$ cat src/rtl/fprs_pkg.sv
// Shared constants and types of the finder pattern run scanner.
package fprs_pkg;

  // Default coordinate width and growth of a five-run sum over it
  localparam int COORD_BITS_DEF = 12;
  localparam int SUM_GROW       = 3;

  // Fraction bits register
  localparam int             FRAC_W     = 5;
  localparam logic [FRAC_W-1:0] FRAC_RESET = 5'd21;
  localparam int             FRAC_N     = 1 << FRAC_W;

  // floor(2^f / 7) for the largest shift fits in this many bits
  localparam int RECIP_W = 29;

  // Run ring: five runs, the middle one is the 3-module dark core
  localparam int NUM_RUNS = 5;
  localparam int MID_RUN  = 2;

  // Per-cell control for one pixel transfer
  typedef struct packed {
    logic en;     // pixel transfer this cycle
    logic clear;  // line start: runs read as zero
    logic shift;  // colour change: take neighbor's run
    logic grow;   // head cell: grow run on same colour
  } cell_ctl_t;

endpackage

$ cat src/rtl/fprs_run_cell.sv
// One run length cell of the shifting run chain.
module fprs_run_cell import fprs_pkg::*; #(
  parameter int COORD_BITS = COORD_BITS_DEF
) (
  input  logic                               clk,
  input  logic                               rst_n,
  input  cell_ctl_t                          ctl,
  input  logic [COORD_BITS-1:0]              shift_in,
  input  logic [COORD_BITS+SUM_GROW-1:0]     sum_in,
  output logic [COORD_BITS-1:0]              run_eff,
  output logic [COORD_BITS+SUM_GROW-1:0]     sum_out
);

  localparam logic [COORD_BITS-1:0] RUN_MAX = {COORD_BITS{1'b1}};

  logic [COORD_BITS-1:0] run_r;
  logic [COORD_BITS-1:0] run_nxt;

  // Run as seen by this pixel: zero on a line start
  assign run_eff = ctl.clear ? '0 : run_r;
  assign sum_out = sum_in + (COORD_BITS+SUM_GROW)'(run_eff);

  // Shift on colour change, saturating growth in the head cell
  always_comb begin
    run_nxt = run_r;
    if (ctl.en) begin
      if (ctl.shift) begin
        run_nxt = shift_in;
      end else if (ctl.grow && run_eff != RUN_MAX) begin
        run_nxt = COORD_BITS'(run_eff + 1'b1);
      end else begin
        run_nxt = run_eff;
      end
    end
  end

  always_ff @(posedge clk) begin
    if (!rst_n) begin
      run_r <= '0;
    end else begin
      run_r <= run_nxt;
    end
  end

endmodule

$ cat src/rtl/fprs_ratio.sv
// Pipelined 1:1:3:1:1 ratio check with half-module tolerance in fixed point.
module fprs_ratio import fprs_pkg::*; #(
  parameter int COORD_BITS = COORD_BITS_DEF
) (
  input  logic                           clk,
  input  logic                           rst_n,
  input  logic                           adv,
  input  logic                           in_vld,
  input  logic [COORD_BITS-1:0]          in_runs [NUM_RUNS],
  input  logic [COORD_BITS+SUM_GROW-1:0] in_sum,
  input  logic [3*COORD_BITS:0]          in_seg,
  input  logic [FRAC_W-1:0]              frac,
  output logic                           out_vld,
  output logic [3*COORD_BITS:0]          out_seg
);

  localparam int SW  = COORD_BITS + SUM_GROW;   // run sum
  localparam int XW  = SW + 2;                  // sum times 2^f mod 7
  localparam int NSH = XW + 3;                  // reciprocal shift for /7
  localparam int KW  = NSH - 2;
  localparam int QW  = XW + KW;
  localparam logic [KW-1:0] K_SEVEN = KW'(((64'd1 << NSH) + 64'd6) / 64'd7);
  localparam int BW  = SW + RECIP_W;            // base = (sum << f) / 7
  localparam int CW  = BW + 1;                  // bounds and shifted runs
  localparam int GW  = 3 * COORD_BITS + 1;

  // 2^f = 7*m + 2^(f mod 3): m and the small shift, per f
  logic [RECIP_W-1:0] m_tab  [FRAC_N];
  logic [1:0]         sh_tab [FRAC_N];
  for (genvar g = 0; g < FRAC_N; g++) begin : g_tab
    assign m_tab[g]  = RECIP_W'((64'd1 << g) / 64'd7);
    assign sh_tab[g] = 2'(g % 3);
  end

  // Stage A: captured snapshot
  logic                  a_vld_r;
  logic [COORD_BITS-1:0] a_runs_r [NUM_RUNS];
  logic [SW-1:0]         a_sum_r;
  logic [GW-1:0]         a_seg_r;
  // Stage B: partial quotients
  logic                  b_vld_r;
  logic [COORD_BITS-1:0] b_runs_r [NUM_RUNS];
  logic [BW-1:0]         b_prod_r;
  logic [SW-1:0]         b_rem_r;
  logic [GW-1:0]         b_seg_r;
  // Stage C: base
  logic                  c_vld_r;
  logic [COORD_BITS-1:0] c_runs_r [NUM_RUNS];
  logic [BW-1:0]         c_base_r;
  logic [GW-1:0]         c_seg_r;
  // Stage D: tolerance windows
  logic                  d_vld_r;
  logic [COORD_BITS-1:0] d_runs_r [NUM_RUNS];
  logic [CW-1:0]         d_lo1_r, d_hi1_r, d_lo3_r, d_hi3_r;
  logic [GW-1:0]         d_seg_r;
  // Output register
  logic                  out_vld_r;
  logic [GW-1:0]         out_seg_r;

  logic [XW-1:0] x_small;
  logic [QW-1:0] q_full;
  logic [CW-1:0] base_w, half_w, tri_w;
  logic [NUM_RUNS-1:0] run_ok;

  // Remainder part: floor(sum * 2^(f mod 3) / 7) by reciprocal multiply
  assign x_small = XW'(a_sum_r) << sh_tab[frac];
  assign q_full  = QW'(x_small) * QW'(K_SEVEN);

  // Windows around base and 3*base
  assign base_w = CW'(c_base_r);
  assign half_w = CW'(c_base_r >> 1);
  assign tri_w  = (base_w << 1) + base_w;

  // Per-run window compare against the shifted run
  always_comb begin
    logic [CW-1:0] t;
    for (int k = 0; k < NUM_RUNS; k++) begin
      t = CW'(d_runs_r[k]) << frac;
      if (k == MID_RUN) begin
        run_ok[k] = (t >= d_lo3_r) && (t <= d_hi3_r);
      end else begin
        run_ok[k] = (t >= d_lo1_r) && (t <= d_hi1_r);
      end
    end
  end

  // Valid bits, frozen while the output is back-pressured
  always_ff @(posedge clk) begin
    if (!rst_n) begin
      a_vld_r   <= 1'b0;
      b_vld_r   <= 1'b0;
      c_vld_r   <= 1'b0;
      d_vld_r   <= 1'b0;
      out_vld_r <= 1'b0;
    end else if (adv) begin
      a_vld_r   <= in_vld;
      b_vld_r   <= a_vld_r;
      c_vld_r   <= b_vld_r;
      d_vld_r   <= c_vld_r;
      out_vld_r <= d_vld_r && (&run_ok);
    end
  end

  // Datapath registers
  always_ff @(posedge clk) begin
    if (adv) begin
      a_runs_r  <= in_runs;
      a_sum_r   <= in_sum;
      a_seg_r   <= in_seg;

      b_runs_r  <= a_runs_r;
      b_prod_r  <= BW'(a_sum_r) * BW'(m_tab[frac]);
      b_rem_r   <= SW'(q_full >> NSH);
      b_seg_r   <= a_seg_r;

      c_runs_r  <= b_runs_r;
      c_base_r  <= b_prod_r + BW'(b_rem_r);
      c_seg_r   <= b_seg_r;

      d_runs_r  <= c_runs_r;
      d_lo1_r   <= base_w - half_w;
      d_hi1_r   <= base_w + half_w;
      d_lo3_r   <= tri_w - half_w;
      d_hi3_r   <= tri_w + half_w;
      d_seg_r   <= c_seg_r;

      out_seg_r <= d_seg_r;
    end
  end

  assign out_vld = out_vld_r;
  assign out_seg = out_seg_r;

endmodule

$ cat src/rtl/finder_pattern_run_scanner_core.sv
// Top level of the finder pattern run scanner.
// Takes one binarized pixel per clock and keeps the five latest run lengths in a
// chain of run cells that shift on each colour change. On a dark-to-light change
// the five runs are checked against 1:1:3:1:1 with a half-module tolerance, using
// cfg_wdata fraction bits, and a match yields one segment (start, end, line,
// direction) through the check stages A to D and then the output register.
// Throughput is one pixel per cycle while not stalled; a result held in the output
// register under out_stall freezes the check pipeline and stalls the input.
// Write the fraction bits only while no pixels are in flight.
module finder_pattern_run_scanner_core import fprs_pkg::*; #(
  parameter int COORD_BITS = COORD_BITS_DEF
) (
  input  logic                  clk,
  input  logic                  rst_n,
  // pixel channel
  input  logic                  in_valid,
  output logic                  in_stall,
  input  logic                  in_pixel,
  input  logic                  in_line_start,
  input  logic                  in_vertical,
  input  logic [COORD_BITS-1:0] in_position,
  input  logic [COORD_BITS-1:0] in_line_index,
  // segment channel
  output logic                  out_valid,
  input  logic                  out_stall,
  output logic [COORD_BITS-1:0] out_start_pos,
  output logic [COORD_BITS-1:0] out_end_pos,
  output logic [COORD_BITS-1:0] out_line_out,
  output logic                  out_vertical_out,
  // configuration
  input  logic                  cfg_we,
  input  logic [FRAC_W-1:0]     cfg_wdata
);

  localparam int SW = COORD_BITS + SUM_GROW;
  localparam int GW = 3 * COORD_BITS + 1;

  logic [FRAC_W-1:0]     frac_r;
  logic                  last_colour_r;
  logic                  adv;
  logic                  accept;
  logic                  change;
  logic                  hit;
  logic [COORD_BITS-1:0] eff   [NUM_RUNS];
  logic [SW-1:0]         sum_c [NUM_RUNS+1];
  logic [COORD_BITS-1:0] start_pos;
  logic [COORD_BITS-1:0] end_pos;
  logic [GW-1:0]         seg;
  logic [GW-1:0]         out_seg;

  // Pipeline moves unless a result waits in the output register
  assign adv      = !(out_valid && out_stall);
  assign in_stall = !adv;
  assign accept   = in_valid && adv;
  assign change   = in_pixel != last_colour_r;

  // Configuration and last colour
  always_ff @(posedge clk) begin
    if (!rst_n) begin
      frac_r        <= FRAC_RESET;
      last_colour_r <= 1'b0;
    end else begin
      if (cfg_we) begin
        frac_r <= cfg_wdata;
      end
      if (accept) begin
        last_colour_r <= in_pixel;
      end
    end
  end

  // Run chain: cell 0 holds the current run, the last cell the oldest
  assign sum_c[0] = '0;
  for (genvar i = 0; i < NUM_RUNS; i++) begin : g_cell
    cell_ctl_t             ctl;
    logic [COORD_BITS-1:0] nb;
    if (i == 0) begin : g_head
      assign nb = COORD_BITS'(1);
    end else begin : g_body
      assign nb = eff[i-1];
    end
    assign ctl.en    = accept;
    assign ctl.clear = in_line_start;
    assign ctl.shift = change;
    assign ctl.grow  = (i == 0);
    fprs_run_cell #(.COORD_BITS(COORD_BITS)) u_cell (
      .clk      (clk),
      .rst_n    (rst_n),
      .ctl      (ctl),
      .shift_in (nb),
      .sum_in   (sum_c[i]),
      .run_eff  (eff[i]),
      .sum_out  (sum_c[i+1])
    );
  end

  // Candidate: dark-to-light change with nonempty runs
  assign hit       = accept && change && !in_pixel && (sum_c[NUM_RUNS] != '0);
  assign start_pos = in_position - sum_c[NUM_RUNS][COORD_BITS-1:0];
  assign end_pos   = in_position - COORD_BITS'(1);
  assign seg       = {in_vertical, in_line_index, end_pos, start_pos};

  fprs_ratio #(.COORD_BITS(COORD_BITS)) u_ratio (
    .clk     (clk),
    .rst_n   (rst_n),
    .adv     (adv),
    .in_vld  (hit),
    .in_runs (eff),
    .in_sum  (sum_c[NUM_RUNS]),
    .in_seg  (seg),
    .frac    (frac_r),
    .out_vld (out_valid),
    .out_seg (out_seg)
  );

  assign out_start_pos    = out_seg[COORD_BITS-1:0];
  assign out_end_pos      = out_seg[2*COORD_BITS-1:COORD_BITS];
  assign out_line_out     = out_seg[3*COORD_BITS-1:2*COORD_BITS];
  assign out_vertical_out = out_seg[3*COORD_BITS];

endmodule

$ cat config.mk
export PLATFORM = sky130hd
export DESIGN_NAME = finder_pattern_run_scanner_core
export DESIGN_NICKNAME = d
export VERILOG_FILES = /design/src/rtl/fprs_pkg.sv /design/src/rtl/fprs_run_cell.sv /design/src/rtl/fprs_ratio.sv /design/src/rtl/finder_pattern_run_scanner_core.sv
export SDC_FILE = /design/constraint.sdc
export NUM_CORES = 2
export LEC_CHECK = 0
export BUFFER_PORTS_ARGS = -buffer_cell sky130_fd_sc_hd__buf_2
export CAP_MARGIN = 5
export CORE_ASPECT_RATIO = 1.2
export CORE_UTILIZATION = 59
export CTS_BUF_LIST = sky130_fd_sc_hd__clkbuf_4 sky130_fd_sc_hd__clkbuf_8 sky130_fd_sc_hd__clkbuf_16
export DETAILED_ROUTE_END_ITERATION = 10
export GPL_TIMING_DRIVEN = 0
export PLACE_DENSITY = 0.78
export SYNTH_ARGS = -nofsm -noshare
export SYNTH_HDL_FRONTEND = slang
export SYNTH_SLANG_ARGS = --single-unit
$ cat constraint.sdc
create_clock -name clk -period 22.2 [get_ports clk]
set_input_delay 2.22 -clock clk [delete_from_list [all_inputs] [get_ports clk]]
set_output_delay 2.22 -clock clk [all_outputs]
set_load 0.02 [all_outputs]
== Word level (Yosys, flattened, before mapping) ==
Memory sizes are Yosys's and may differ from the RTL's.
Cells that the tools add are included.
Widths: inputs -> output; s select.

* $add $sub $neg: 13
* Multipliers: 2
* Order comparisons: 11
* Equality and inequality tests: 2
* Shift operators: 6
* Muxes and demuxes: 15
* Bitwise gates (word level): 1
* Reductions and logical operators: 15

{| class="wikitable"
|+ Operators by type and width
! kind !! count
|-
| $ge 45x45->1 || 5
|-
| $le 45x45->1 || 5
|-
| $shl 12x5->45 || 5
|-
| $mux 12 || 11
|-
| $mux 29 || 2
|-
| $add 44x43->45 || 1
|-
| $add 45x43->45 || 1
|-
| $add 45x44->45 || 1
|-
| $sub 44x43->45 || 1
|-
| $sub 45x43->45 || 1
|-
| $add 44x15->44 || 1
|-
| $mul 15x29->44 || 1
|-
| $mul 17x18->35 const B || 1
|-
| $shl 15x2->17 || 1
|-
| $add 14x12->15 || 1
|-
| $add 15x12->15 || 1
|-
| $reduce_bool 15->1 || 1
|-
| $add 13x12->14 || 1
|-
| $add 12x12->13 || 1
|-
| $add 12x1->12 const B || 1
|-
| $ne 12x12->1 const B || 1
|-
| $sub 12x1->12 const B || 1
|-
| $sub 12x12->12 || 1
|-
| $logic_and 1x1->1 || 11
|-
| other kinds (6) || 8
|}

* Register bits after elaboration: 794
* Memory bits (read-only): 992
* Bits of input ports: 37
* Output and inout port bits: 39
* Logic and storage cells: 112
* Memories: 2

{| class="wikitable"
|+ Memories
! memory !! words !! width !! read ports !! clocked after Yosys merged registers in !! write ports !! RTL line !! source
|-
| (no name shown) || 32 || 29 || 1 || 0 || 0 || fprs_ratio.sv:112 || <nowiki>b_prod_r <= BW'(a_sum_r) * BW'(m_tab[frac]);</nowiki>
|-
| (no name shown) || 32 || 2 || 1 || 0 || 0 || fprs_ratio.sv:66 || <nowiki>assign x_small = XW'(a_sum_r) << sh_tab[frac];</nowiki>
|}

== Depth between registers and ports, before layout ==
* Depth after elaboration: 7
* Depth in mapped cells: 38
* Mapped depth without buffers: 33

== By module ==
Synthesis repeated with hierarchy kept, for this count alone.

* Cells, all modules: 7711
* Area, all modules: 74362.6 um^2

{| class="wikitable"
|+ Modules (own cells, without submodules)
! module !! instances !! cells an instance !! area an instance (um^2) !! seq. area each (um^2)
|-
| fprs_ratio || 1 || 6252 || 63828.7 || 21720.8
|-
| fprs_run_cell || 5 || 266 || 1905.6 || 240.2
|-
| finder_pattern_run_scanner_core || 1 || 129 || 1006.0 || 120.1
|}

== Least setup slack after synthesis ==
No wires, ideal clock.

* Path type: in2out
* Start: in out_stall
* End: out in_stall
* Arrival time: 21034 ps
* Data required time: 19980 ps
* Slack: -1054 ps
* Stages: 2
* Path buffers: 0
* Cells stage by stage: nand2_1 > inv_1

* Cells in the longest elaborated chain, start to end: 1

{| class="wikitable"
|+ RTL lines
! element !! RTL line !! source
|-
| start: declaration || finder_pattern_run_scanner_core.sv:25 || <nowiki>input logic out_stall,</nowiki>
|-
| $logic_and 1x1->1 || finder_pattern_run_scanner_core.sv:52 || <nowiki>assign adv = !(out_valid && out_stall);</nowiki>
|-
| end: declaration || finder_pattern_run_scanner_core.sv:17 || <nowiki>output logic in_stall,</nowiki>
|}

Every way passes these cells.

== Final worst setup path ==
* Start: reg frac_r[1]
* End: reg u_ratio.b_prod_r[43] (data pin)

* Cells in the longest elaborated chain, start to end: 5

{| class="wikitable"
|+ RTL lines
! element !! RTL line !! source
|-
| start: declaration || finder_pattern_run_scanner_core.sv:38 || <nowiki>logic [FRAC_W-1:0] frac_r;</nowiki>
|-
| start signal: assignment || finder_pattern_run_scanner_core.sv:64 || <nowiki>frac_r <= cfg_wdata;</nowiki>
|-
| $not 5->6 (not written as such) || fprs_ratio.sv:112 ||
|-
| $mem_v2 32x29 || -- ||
|-
| $mux 29 (not written as such) (2 in a row) || fprs_ratio.sv:112 ||
|-
| $mul 15x29->44 || fprs_ratio.sv:112 ||
|-
| end signal: assignment || fprs_ratio.sv:112 ||
|-
| end: declaration || fprs_ratio.sv:43 || <nowiki>logic [BW-1:0] b_prod_r;</nowiki>
|}

Every way passes these cells. The select of a mux whose other input is x is not followed.
A chain may end at the register's enable or synchronous reset.

==> summary.txt <==
Run status
  • Outcome: completed

Timing
  • Final Cycle Share: 53.3%
  • Final hold vios: 0
  • Hold_ws: 0.398 ns
  • Max Slew Vio Count: 0
  • Worst-margin pin slew: 1.37 ns
  • Final setup vio count: 0
  • Setup ws final: 10.36 ns
  • Skew final: 0.0554 ns
  • RSZ-0062 raised after global routing: no
  • Worst slew margin: 7.91%
  • Fin crit period: around 12 ns
  • Fin Setup TNS: 0 ns
  • F_max: 84.5 MHz

Critical path
  • Crit-path max cell delay: 0.69 ns
  • CP Capture Point: u_ratio.b_prod_r[43]
  • Crit path max fanout: 10
  • Register-to-register setup slack: 10.36 ns
  • Reg-to-reg endpoint: u_ratio.b_prod_r[43]
  • Slowest CP cell: o41ai_1
  • FF-to-FF path depth: 35
  • Critical path origin: frac_r[1]
  • Arrival time worst endpoint: 12.26 ns
  • Crit Path Class: reg -> reg
  • Required @ worst endpoint: 22.62 ns
  • Setup crit start kind: flip-flop
  • FF-to-FF Start: frac_r[1]
  • Setup crit end kind: flip-flop

Global route
  • Vias in the first global route: 53500
  • First-pass GRT wire length: between 300 and 400 mm
  • Largest net degree at the start of global routing: 127
  • Total GRT Usage: 38.9%
  • Initial antenna violation count: 13
  • Grt ovf: 0

Cells and area
  • Non-Filler Instances: 8548
  • Most frequent cells in the layout: ha_1 (872), inv_1 (819), edfxtp_1 (720)
  • Reg area: 23000 um^2
  • Layout cells sized above 1: 4.30%
  • Post-route cell area: 74000 um^2
  • Final core utilization: 64.3%
  • P&R area growth vs syn: 7.72%
  • Commonest non-fill, non-tap cell in the layout: ha_1
  • Nets: 8309
  • Number of fillers in the final layout: roughly 9500
  • Multi-input logic area: 41500 um^2

Logic synthesis
  • Post-synthesis register bit count: between 700 and 800
  • Seq/Total Area, Yosys: 33.6%
  • Post-synth EDFFs: 720
  • Multiplexer share of the synthesized area: 2.02%
  • Yosys cell types: 87
  • Syn Area/Cell: 10.1 um^2
  • Gate Count Post-Synth: between 6000 and 7000
  • Ys flop type: edfxtp_1
  • Top cells by area, synth: edfxtp_1 (31%), ha_1 (16%), fa_1 (13%), inv_1 (4.5%), a21oi_1 (3.1%)
  • Largest family of logic cells by synthesized area: adder cells
  • Syn. warnings: 0
  • Asr flop ratio synth: 0%
  • XOR/XNOR Fraction of Synth Area: 3.62%
  • Syn Nets: 8144
  • Synthesized area: about 69000 um^2
  • Yosys top cell area share: 31.5%
  • Adder-Cell Fraction of Synth Area: 28.7%
  • Synth Area in Compound Gates: 13.1%
  • Simple-Gate Fraction of Synth Area: 13.0%
  • Synth area leader: edfxtp_1

Power
  • Total power draw: around 4.4 mW
  • Peak VDD IR: 78.3 uV
  • Static Leak: 35.1 nW
  • Power per cell area: 59.6 nW/um^2

Place
  • Dpl hpwl: ~190 mm
  • Pre-CTS setup slack: between 10 and 15 ns
  • # port buffers: 73
  • GPL Wtd Cong: 1.06
  • Dpl cell area: 71100 um^2
  • Placed instance count: roughly 8400

Route
  • Iteration-0 DRC Markers: 5507
  • First drt pass iteration count: 8
  • DRT Wirelength: approximately 230 mm
  • Antenna Violating Nets Remaining: 0
  • # DRC: 0
  • Via count: between 50000 and 60000
  • Vias per cell: approximately 6.2
  • Wirelength per Cell: between 20 and 30 um

Worst hold path
  • Worst hold path type: reg -> reg
  • Hold wc startpoint: u_ratio.c_seg_r[28]

Clocking
  • CTS Buffer Depth: 3
  • H-tree levels: 3
  • Cts repair resizes: 0
  • Clock root cell: clkbuf_16
  • CTS sink cnt: 791
  • Hold_buf cts: 0
  • Clock latency on the worst-skew pair: around 0.73 ns
  • Post-CTS setup buffers: 0
  • TritonCTS clock tree: yes
  • TritonCTS buffer count: ~80
  • Clock-pin slew on the worst setup and hold paths: 0.08 ns

Floorplanning
  • Core area: between 100000 and 150000 um^2
  • Chip height: 376 um
  • Die W: 313 um
  • Core Rows: 136
  • Die ar.: 118000 um^2
  • Initial core utilization: between 50% and 60%
  • Ports: 76

Run
  • Max cap viols: 0
[per-layer routing]
| layer | up-vias | routed length, um | share of wire (%) | GRT usage (%) |
|---|---|---|---|---|
| li1 | 24000 | - | - | - |
| met1 | 25900 | 85600 | 37 | 46.6 |
| met2 | 2666 | 107000 | 47 | 63.9 |
| met3 | 779 | 18500 | 8.1 | 6.92 |
| met4 | 10 | 18000 | 7.9 | 26.2 |
| met5 | - | 65 | 0.028 | 0 |
[cells in the mapped netlist, types with 15 or more instances]
| master | instances |
|---|---|
| o21ai_0 | 267 |
| nand2_1 | 464 |
| and2_1 | 268 |
| o22ai_1 | 43 |
| nor2_1 | 426 |
| and4_1 | 18 |
| and3_1 | 55 |
| o31ai_1 | 26 |
| o211ai_1 | 26 |
| fa_1 | 439 |
| a31oi_1 | 21 |
| a211oi_1 | 50 |
| clkbuf_1 | 240 |
| a21o_1 | 205 |
| xnor2_1 | 210 |
| o22a_1 | 15 |
| nor3_1 | 61 |
| buf_1 | 17 |
| a22oi_1 | 53 |
| a21oi_1 | 421 |
| o21bai_1 | 69 |
| nor4_1 | 31 |
| edfxtp_1 | 720 |
| nor2b_1 | 176 |
| mux2i_1 | 88 |
| inv_1 | 819 |
| nand3_1 | 72 |
| xor2_1 | 74 |
| or3_1 | 26 |
| ha_1 | 872 |
| dfxtp_1 | 71 |
| nand2b_1 | 47 |
| nand4_1 | 110 |
| mux2_2 | 24 |
| o21a_1 | 51 |
[worst max-delay path, delay by kind of cell (launching register included)]
kind | cells | cell delay, ns
xor gates and xnor gates | 1 | 0.12
DFF | 1 | 0.38
AOI/OAI and AO/OA | 9 | 3.04
and+or+nand+nor | 8 | 1.88
buffers and inverters | 9 | 2.33
adders and majority gates | 8 | 3.78
[where the power goes]
part	leakage, nW	internal, mW	switching, mW	total, mW
Sequential	8.95	1.77	0.0558	1.83
Clock	1.38	0.817	0.630	1.45
Combinational	24.8	0.371	0.763	1.13
[worst min-delay path by stage]
stage                                end  cells after the start
finish               u_ratio.d_seg_r[28]                      0
global route        u_ratio.d_runs_r[54]                      0
CTS                 u_ratio.d_runs_r[57]                      0
detailed placement  u_ratio.b_runs_r[26]                      0
global placement     u_ratio.out_seg[29]                      0
floorplan            u_ratio.b_runs_r[0]                      0
[flip-flops by register name (all words and copies together), names as in the netlist, 44 cells and up]
signal and count:
u_ratio.c_runs_r 60, u_ratio.a_runs_r 60, u_ratio.d_hi3_r 45, u_ratio.d_runs_r 60
u_ratio.c_base_r 44, g_cell.u_cell.run_r 60, u_ratio.d_lo3_r 44, u_ratio.b_runs_r 60
u_ratio.b_prod_r 44, u_ratio.d_hi1_r 44, u_ratio.d_lo1_r 44
[cell families after synthesis]
| family | after synthesis |
|---|---|
| flops | 791 |
| compound gates | 1403 |
| xor+xnor | 284 |
| fa+ha+maj | 1311 |
| mux | 123 |
| buf+inv | 1087 |
| simple gates | 1797 |
[layout make-up]
| type | instances | share of cell area [%] |
|---|---|---|
| multi-input cells | 4918 | 56.2 |
| flip-flops and latches | 791 | 31.1 |
| inverters | 821 | 4.17 |
| clock buffers | 95 | 2.91 |
| well taps | 1518 | 2.57 |
| plain buffers | 266 | 1.37 |
| clock inverters | 53 | 0.912 |
| repair buffers | 82 | 0.737 |
| diodes | 4 | 0.0135 |
No activity file was read; power rests on OpenSTA's default activity.
